[src/rtl/core/wev_pkg.sv]
// Shared types and constants of the weighted ensemble vote block.
`default_nettype none

package wev_pkg;

	// Method store depth and index widths
	localparam int MAX_METHODS = 16;
	localparam int METH_BITS   = 4;
	localparam int CNT_BITS    = 5;

	// Weight modes (code 3 falls back to proportional)
	localparam logic [1:0] WM_PROP  = 2'd0;
	localparam logic [1:0] WM_EQUAL = 2'd1;
	localparam logic [1:0] WM_BEST  = 2'd2;

	// Configuration register indexes
	localparam logic [1:0] CFG_WEIGHT_MODE  = 2'd0;
	localparam logic [1:0] CFG_METHOD_COUNT = 2'd1;

	// Input item modes
	localparam logic MODE_LOAD = 1'b0;
	localparam logic MODE_VOTE = 1'b1;

	// Top level sequencer
	typedef enum logic [3:0] {
		T_IDLE  = 4'b0001,
		T_ERR   = 4'b0010,
		T_BSCAN = 4'b0100,
		T_TALLY = 4'b1000
	} top_state_t;

	// Tally sequencer
	typedef enum logic [2:0] {
		Y_IDLE = 3'b001,
		Y_SRCH = 3'b010,
		Y_MAX  = 3'b100
	} tly_state_t;

	// Request from the top level to the tally
	typedef struct packed {
		logic go;
		logic last;
	} tly_ctl_t;

	// Status back from the tally
	typedef struct packed {
		logic done;
	} tly_sts_t;

endpackage

`default_nettype wire

[src/rtl/core/wev_tally.sv]
// Tally memory of distinct labels with summed weights, search, append and final max scan.
`default_nettype none

module wev_tally #(
	parameter int LABEL_BITS = 8,
	parameter int WB         = 21
) (
	input  wire                    clk,
	input  wire                    arst_n,
	input  wev_pkg::tly_ctl_t      ctl,
	input  wire [LABEL_BITS-1:0]   label,
	input  wire [WB-1:0]           weight,
	output wev_pkg::tly_sts_t      sts,
	output logic                   res_vld,
	output logic [LABEL_BITS-1:0]  res_label
);

	localparam int MB = wev_pkg::METH_BITS;
	localparam int CB = wev_pkg::CNT_BITS;
	localparam int DW = LABEL_BITS + WB;

	wev_pkg::tly_state_t state_q, state_d;
	logic [CB-1:0]         cnt_q, cnt_d;
	logic [CB-1:0]         used_q, used_d;
	logic [WB-1:0]         best_w_q, best_w_d;
	logic [LABEL_BITS-1:0] best_lbl_q, best_lbl_d;
	logic                  res_vld_q, res_vld_d;
	logic [LABEL_BITS-1:0] res_lbl_q, res_lbl_d;

	// Memory ports
	logic [DW-1:0] tal_mem [wev_pkg::MAX_METHODS];
	logic [DW-1:0] rd_q;
	logic          wr_en;
	logic [MB-1:0] wr_addr;
	logic [DW-1:0] wr_data;

	logic [LABEL_BITS-1:0] rd_lbl;
	logic [WB-1:0]         rd_w;
	logic [WB:0]           sum;
	logic [WB-1:0]         sum_sat;
	logic [CB-1:0]         prev;
	logic                  done;

	assign rd_lbl  = rd_q[DW-1:WB];
	assign rd_w    = rd_q[WB-1:0];
	assign sum     = {1'b0, rd_w} + {1'b0, weight};
	assign sum_sat = sum[WB] ? {WB{1'b1}} : sum[WB-1:0];
	assign prev    = cnt_q - CB'(1);

	// Synchronous memory, one read and one write a cycle
	always_ff @(posedge clk) begin
		if (wr_en) begin
			tal_mem[wr_addr] <= wr_data;
		end
		rd_q <= tal_mem[cnt_q[MB-1:0]];
	end

	// Sequencer: entry cnt-1 is checked while entry cnt is read
	always_comb begin
		state_d    = state_q;
		cnt_d      = cnt_q;
		used_d     = used_q;
		best_w_d   = best_w_q;
		best_lbl_d = best_lbl_q;
		res_vld_d  = 1'b0;
		res_lbl_d  = res_lbl_q;
		wr_en      = 1'b0;
		wr_addr    = '0;
		wr_data    = {label, weight};
		done       = 1'b0;
		unique case (state_q)
			wev_pkg::Y_IDLE: begin
				cnt_d = '0;
				if (ctl.go) begin
					state_d = wev_pkg::Y_SRCH;
				end
			end
			wev_pkg::Y_SRCH: begin
				priority if (cnt_q != '0 && rd_lbl == label) begin
					// label already present: saturating add
					wr_en   = 1'b1;
					wr_addr = prev[MB-1:0];
					wr_data = {label, sum_sat};
				end else if (cnt_q == used_q) begin
					// new label, dropped when the tally is full
					if (used_q < CB'(wev_pkg::MAX_METHODS)) begin
						wr_en   = 1'b1;
						wr_addr = used_q[MB-1:0];
						used_d  = used_q + CB'(1);
					end
				end else begin
					cnt_d = cnt_q + CB'(1);
				end
				if (wr_en || cnt_q == used_q) begin
					cnt_d = '0;
					if (ctl.last) begin
						state_d = wev_pkg::Y_MAX;
					end else begin
						state_d = wev_pkg::Y_IDLE;
						done    = 1'b1;
					end
				end
			end
			wev_pkg::Y_MAX: begin
				if (cnt_q != '0 && (cnt_q == CB'(1) || rd_w > best_w_q)) begin
					best_w_d   = rd_w;
					best_lbl_d = rd_lbl;
				end
				if (cnt_q == used_q) begin
					res_vld_d = 1'b1;
					res_lbl_d = best_lbl_d;
					used_d    = '0;
					cnt_d     = '0;
					state_d   = wev_pkg::Y_IDLE;
					done      = 1'b1;
				end else begin
					cnt_d = cnt_q + CB'(1);
				end
			end
			default: begin
				state_d = wev_pkg::Y_IDLE;
			end
		endcase
	end

	// Control state
	always_ff @(posedge clk or negedge arst_n) begin
		if (!arst_n) begin
			state_q   <= wev_pkg::Y_IDLE;
			cnt_q     <= '0;
			used_q    <= '0;
			res_vld_q <= 1'b0;
		end else begin
			state_q   <= state_d;
			cnt_q     <= cnt_d;
			used_q    <= used_d;
			res_vld_q <= res_vld_d;
		end
	end

	// Payload
	always_ff @(posedge clk) begin
		best_w_q   <= best_w_d;
		best_lbl_q <= best_lbl_d;
		res_lbl_q  <= res_lbl_d;
	end

	assign sts.done  = done;
	assign res_vld   = res_vld_q;
	assign res_label = res_lbl_q;

endmodule

`default_nettype wire

[src/rtl/core/weighted_ensemble_vote.sv]
// Top level of the weighted ensemble vote: configuration, error store and weight sequencer.
//
//  channel   signals                                          handshake
//  -------   ----------------------------------------------   ---------------------------
//  item in   mode method_index error_value class_label        start && !busy
//            last_of_example
//  result    winning_label                                    done, one cycle, no stall
//  config    cfg_we cfg_index cfg_data                        cfg_we
//
// A load item does not make the block busy. A vote goes straight to the tally in EQUAL
// mode, reads its error first in PROP mode, or in BEST mode scans the error store over the
// active count (one read a cycle); then the tally searches its used entries, and on the
// last vote runs a max scan over them; used <= 16.
// These steps are paced by the single read port of the error and tally memories.
// Result appears in the cycle after the tally finishes; the receiver cannot stall it.
// Reset (arst_n low) empties the tally and sets PROP mode with 16 methods.
`default_nettype none

module weighted_ensemble_vote #(
	parameter int LABEL_BITS      = 8,
	parameter int ERROR_FRAC_BITS = 16
) (
	input  wire                        clk,
	input  wire                        arst_n,
	input  wire                        start,
	output logic                       busy,
	input  wire                        mode,
	input  wire [3:0]                  method_index,
	input  wire [ERROR_FRAC_BITS:0]    error_value,
	input  wire [LABEL_BITS-1:0]       class_label,
	input  wire                        last_of_example,
	output logic                       done,
	output logic [LABEL_BITS-1:0]      winning_label,
	input  wire                        cfg_we,
	input  wire [1:0]                  cfg_index,
	input  wire [4:0]                  cfg_data
);

	localparam int EB = ERROR_FRAC_BITS + 1;
	localparam int WB = ERROR_FRAC_BITS + 5;
	localparam int MB = wev_pkg::METH_BITS;
	localparam int CB = wev_pkg::CNT_BITS;

	// Configuration registers
	logic [1:0]    wmode_q;
	logic [CB-1:0] mcount_q;
	logic [CB-1:0] n_act;

	always_ff @(posedge clk or negedge arst_n) begin
		if (!arst_n) begin
			wmode_q  <= wev_pkg::WM_PROP;
			mcount_q <= CB'(wev_pkg::MAX_METHODS);
		end else if (cfg_we) begin
			if (cfg_index == wev_pkg::CFG_WEIGHT_MODE) begin
				wmode_q <= cfg_data[1:0];
			end else if (cfg_index == wev_pkg::CFG_METHOD_COUNT) begin
				mcount_q <= cfg_data;
			end
		end
	end

	// Active method count, clamped to 1..MAX_METHODS
	always_comb begin
		priority if (mcount_q == '0) begin
			n_act = CB'(1);
		end else if (mcount_q > CB'(wev_pkg::MAX_METHODS)) begin
			n_act = CB'(wev_pkg::MAX_METHODS);
		end else begin
			n_act = mcount_q;
		end
	end

	wev_pkg::top_state_t state_q, state_d;
	logic [CB-1:0]         cnt_q, cnt_d;
	logic                  go_q, go_d;
	logic [MB-1:0]         idx_q;
	logic [LABEL_BITS-1:0] lbl_q;
	logic                  last_q;
	logic [EB-1:0]         best_e_q, best_e_d;
	logic [MB-1:0]         best_i_q, best_i_d;
	logic [WB-1:0]         wgt_q, wgt_d;

	logic accept;
	assign accept = start && !busy;
	assign busy   = (state_q != wev_pkg::T_IDLE);

	// Error store: one write and one registered read a cycle
	logic [EB-1:0] err_mem [wev_pkg::MAX_METHODS];
	logic [EB-1:0] err_rd_q;
	logic [MB-1:0] err_rd_addr;

	assign err_rd_addr = (state_q == wev_pkg::T_BSCAN) ? cnt_q[MB-1:0] : method_index;

	always_ff @(posedge clk) begin
		if (accept && mode == wev_pkg::MODE_LOAD) begin
			err_mem[method_index] <= error_value;
		end
		err_rd_q <= err_mem[err_rd_addr];
	end

	// Accuracy = one - error, floored at zero
	logic [WB-1:0] acc;
	logic [CB-1:0] prev;
	assign acc  = err_rd_q[EB-1] ? '0 : ((WB'(1) << ERROR_FRAC_BITS) - WB'(err_rd_q));
	assign prev = cnt_q - CB'(1);

	// Tally interface
	wev_pkg::tly_ctl_t ctl;
	wev_pkg::tly_sts_t sts;
	assign ctl.go   = go_q;
	assign ctl.last = last_q;

	// Weight sequencer
	always_comb begin
		state_d  = state_q;
		cnt_d    = cnt_q;
		go_d     = 1'b0;
		best_e_d = best_e_q;
		best_i_d = best_i_q;
		wgt_d    = wgt_q;
		unique case (state_q)
			wev_pkg::T_IDLE: begin
				cnt_d = '0;
				if (accept && mode == wev_pkg::MODE_VOTE) begin
					if (wmode_q == wev_pkg::WM_EQUAL) begin
						wgt_d   = WB'(1);
						go_d    = 1'b1;
						state_d = wev_pkg::T_TALLY;
					end else if (wmode_q == wev_pkg::WM_BEST) begin
						state_d = wev_pkg::T_BSCAN;
					end else begin
						state_d = wev_pkg::T_ERR;
					end
				end
			end
			wev_pkg::T_ERR: begin
				wgt_d   = acc;
				go_d    = 1'b1;
				state_d = wev_pkg::T_TALLY;
			end
			wev_pkg::T_BSCAN: begin
				// least error, lowest index wins ties
				if (cnt_q != '0 && (cnt_q == CB'(1) || err_rd_q < best_e_q)) begin
					best_e_d = err_rd_q;
					best_i_d = prev[MB-1:0];
				end
				if (cnt_q == n_act) begin
					wgt_d   = (idx_q == best_i_d) ? WB'(1) : '0;
					go_d    = 1'b1;
					state_d = wev_pkg::T_TALLY;
				end else begin
					cnt_d = cnt_q + CB'(1);
				end
			end
			wev_pkg::T_TALLY: begin
				if (sts.done) begin
					state_d = wev_pkg::T_IDLE;
				end
			end
			default: begin
				state_d = wev_pkg::T_IDLE;
			end
		endcase
	end

	// Control state
	always_ff @(posedge clk or negedge arst_n) begin
		if (!arst_n) begin
			state_q <= wev_pkg::T_IDLE;
			cnt_q   <= '0;
			go_q    <= 1'b0;
		end else begin
			state_q <= state_d;
			cnt_q   <= cnt_d;
			go_q    <= go_d;
		end
	end

	// Item payload and scan results
	always_ff @(posedge clk) begin
		if (accept) begin
			idx_q  <= method_index;
			lbl_q  <= class_label;
			last_q <= last_of_example;
		end
		best_e_q <= best_e_d;
		best_i_q <= best_i_d;
		wgt_q    <= wgt_d;
	end

	wev_tally #(
		.LABEL_BITS (LABEL_BITS),
		.WB         (WB)
	) u_tally (
		.clk       (clk),
		.arst_n    (arst_n),
		.ctl       (ctl),
		.label     (lbl_q),
		.weight    (wgt_q),
		.sts       (sts),
		.res_vld   (done),
		.res_label (winning_label)
	);

endmodule

`default_nettype wire

[config.mk]
export PLATFORM = sky130hd
export DESIGN_NAME = weighted_ensemble_vote
export DESIGN_NICKNAME = d
export VERILOG_FILES = /design/src/rtl/core/wev_pkg.sv /design/src/rtl/core/wev_tally.sv /design/src/rtl/core/weighted_ensemble_vote.sv
export SDC_FILE = /design/constraint.sdc
export NUM_CORES = 1
export LEC_CHECK = 0
export BUFFER_PORTS_ARGS = -buffer_cell sky130_fd_sc_hd__buf_2
export CAP_MARGIN = 20
export CORE_ASPECT_RATIO = 2
export CORE_MARGIN = 2
export CORE_UTILIZATION = 61
export DETAILED_ROUTE_END_ITERATION = 10
export GPL_TIMING_DRIVEN = 0
export PLACE_DENSITY = 0.78
export SETUP_SLACK_MARGIN = 0.3
export SKIP_CTS_REPAIR_TIMING = 1
export SLEW_MARGIN = 20
export SYNTH_ARGS = -nofsm -noshare
export SYNTH_HDL_FRONTEND = slang
export SYNTH_HIERARCHICAL = 1
export SYNTH_SLANG_ARGS = --single-unit
[constraint.sdc]
create_clock -name clk -period 4.6 [get_ports clk]
set_clock_uncertainty 0.15 [all_clocks]
set_input_delay 0.92 -clock clk [delete_from_list [all_inputs] [get_ports clk]]
set_output_delay 0.92 -clock clk [all_outputs]
set_load 0.02 [all_outputs]
==> metrics.yaml <==
cells_and_area:
  area_growth_pct: 13.99
  fin_cells: 2991
  fillers: 3611
  drive_above_1_share_pct: 25.60
  nets: 2272
worst_setup_path:
  critical_path.cell_chain: "clkbuf_2 -> clkbuf_4 -> inv_1 -> ha_1 -> nor4b_2 -> nor3_4 -> buf_2 -> nor3_1 -> a31oi_2 -> nor2_4 -> buf_12"
  crit_family: "buffers and inverters"
  cp_max_fo: 19
  end_kind: "flip-flop"
  cp.required_ps: 4820
  path_buf_inv: 5
  r2r_slack_ps: 150
  cp_slowest_cell: "a31oi_2"
  cpPeakStageDelay_ps: 570
  crit_type: "flip-flop to flip-flop"
  worstPathArrival_ps: 4670
  startpoint_type: "flip-flop"
detailed_routing:
  wire_per_inst_um: 32.21
  drt_iter0_drc: 2079
  remaining_drc_errors: 0
  totalWireLength_mm: 96.35
  drt-vias-per-instance: 6.655
  firstDrtPassIters: 8
  antenna_left: 0
  vias: 19900
yosys:
  ys_warn_count: 6
  syn_area_mm2: 0.03665
  synth_common_cells: "edfxtp_1 (825), mux4_2 (213), nor2_1 (94)"
  synth_top_area_cell: "edfxtp_1"
  synth_area_leaders: "edfxtp_1 (68%), mux4_2 (13%), dfxtp_1 (2.5%)"
  syn_avg_cell_area_um2: 18.64
  synth_top_area_share_pct: 67.59
  synth_most_common_cell: "edfxtp_1"
  yosysSeqAreaShare_pct: 72.23
  synth_edf_count: 825
  synth_flop_cell: "edfxtp_1"
  syn_nets: 2079
  synth.distinct_cells: 76
  postSynthCellCount: 1966
  synth_async_sr_flop_share_pct: 3.437
  ys_seq_elements: 902
power_and_ir_drop:
  comb_power_share_pct: 2.0
  vdd_drop_max_uv: 365.8
  internal_power_mw: 12.67
  p_clk_share_pct: 41.6
  swShare_pct: 19.95
  power_leakage_nw: 12.32
  seqPwrFrac_pct: 56.4
  power.switching_mw: 3.156
  powerDensity_mw_per_mm2: 378.7
  fin_total_pwr_mw: 15.82
clock_network:
  clk_latency_ps: 630
  clk_pin_slew_ps: 70
  numCtsBuffers: 73
  cts_sinks: 902
  cts-root-buf: "clkbuf_16"
  cts.path.max_buffers: 3
  htreeDepth: 3
  cts_tree: "done"
die:
  dieArea_mm2: 0.06218
  num_rows: 127
  die_w_um: 177.3
  fp.dieH_um: 350.7
  start_util_pct: 61.35
  coreArea_mm2: 0.05975
  io_pins: 52
timing:
  worstMarginPinSlew_ps: 1274
  fin_crit_sh_pct: 96.68
  slew-limit-headroom_pct: 14.90
  setup_viol_count_final: 0
  fmax_mhz: 224.9
  drv_slew: 0
  tns_ps: 0
  final_hold_viol_count: 0
  fin_ws_ps: 152.9
  period_needed_ps: 4447
  whs_ps: 202.5
  rsz0062_at_grt: "yes"
global_routing:
  grtUsageMet3_pct: 4.389
  grt_util_met2_pct: 56.95
  use_met1_pct: 31.46
  grt_max_degree: 32
  grt-ovfl-total: 0
  grt_pass1_wl_mm: 136.0
  grt_busiest_layer: "met2"
  grt_usage_pct: 31.41
  grt_pass1_vias: 20740
  grt_antenna_before_repair: 0
place:
  place_inst: 2826
  hpwl_mm: 63.73
  pre_cts_ws_ps: -1051
  routabilityCongestion: 0.9533
  port_buffers: 51
worst_hold_path:
  hold_class: "input port to async pin"
job:
  drv_cap: 0
outcome:
  status: "complete, no violations"
-- cell usage in the layout, fill, tap and decap left out, types with 13 or more instances in the layout --
cell         n
clkbuf_1    59
o21ai_0     44
nor2_4      24
xor2_1      34
nor3_1      18
xnor2_1     25
nand2_1     84
dfxtp_1     46
a21oi_1     44
nand3_1     18
nand4_1     13
buf_12      21
a31oi_1     23
buf_4       30
buf_2       72
a21o_1      13
dfrtp_1     28
clkbuf_16   75
mux4_2     213
inv_1       65
a211oi_1    24
ha_1        70
edfxtp_1   825
nor2_1      65
and2_1      19
-- kinds of logic (layout without fill, tap and decap cells) --
logic type | Yosys count | after routing | synth area share [%]
mux | 232 | 232 | 13.64
compound gates | 233 | 233 | 4.223
simple gates | 312 | 312 | 4.246
other cells | 1 | 3 | 0.01023
buf+inv | 155 | 404 | 1.778
flops | 902 | 902 | 72.23
fa+ha+maj | 71 | 71 | 2.444
xor+xnor | 60 | 60 | 1.434
-- worst paths after layout --
kind	startpoint	endpoint	cells past startpoint
min in group clk	class_label[1]	lbl_q[1]	1
worst min register to register	u_tally/rd_q[2]	u_tally/best_w_q[2]	0
worst min-delay path	arst_n	u_tally/state_q[2]	1
max in group asynchronous	arst_n	cnt_q[0]	1
worst max register to register	u_tally/cnt_q[1]	u_tally/tal_mem[11][16]	11
worst max-delay path	u_tally/cnt_q[1]	u_tally/tal_mem[11][16]	11
-- power by group through the flow --
stage | Combinational [mW] | Sequential, mW | Clock, mW
finish | 0.322 | 8.92 | 6.58
detailed placement | 0.316 | 9.10 | 0
CTS | 0.321 | 8.92 | 6.62
global placement | 0.299 | 9.10 | 0
global route | 0.346 | 8.92 | 6.89
floorplan | 0.179 | 9.08 | 0
-- routing by layer --
metal	vias to the layer above	wire length, um
met4	0	9862
met3	395	6179
met2	1184	52460
li1	8276	-
met1	10050	27860
met5	-	0
-- cell type report --
| type | instances | area [um^2] | area share [%] |
|---|---|---|---|
| clock buffers | 92 | 2021 | 4.836 |
| multi-input cells | 909 | 9955 | 23.83 |
| well taps | 774 | 968.4 | 2.318 |
| clock inverters | 39 | 484.2 | 1.159 |
| diodes | 2 | 5.005 | 0.01198 |
| repair buffers | 118 | 1209 | 2.893 |
| inverters | 65 | 244.0 | 0.5840 |
| flip-flops and latches | 902 | 26470 | 63.37 |
| plain buffers | 90 | 420.4 | 1.006 |
-- per-stage QoR --
step	instance area (um^2)	utilization, %
after detailed placement	38720	64.80
after global routing	41780	69.92
after floorplan	36650	-
after CTS	41220	68.99
after global placement	37880	63.40
final	41780	69.93
-- registers in the layout (all words and copies together), names as in the netlist, 5 cells and up --
signal              flops
cnt_q                   5
u_tally/best_lbl_q      8
u_tally/used_q          5
err_mem               272
u_tally/rd_q           29
u_tally/res_label       8
u_tally/cnt_q           5
u_tally/tal_mem       464
wgt_q                  18
best_e_q               17
mcount_q                5
lbl_q                   8
u_tally/best_w_q       21
err_rd_q               17
Power figures use the tool's default switching activity.
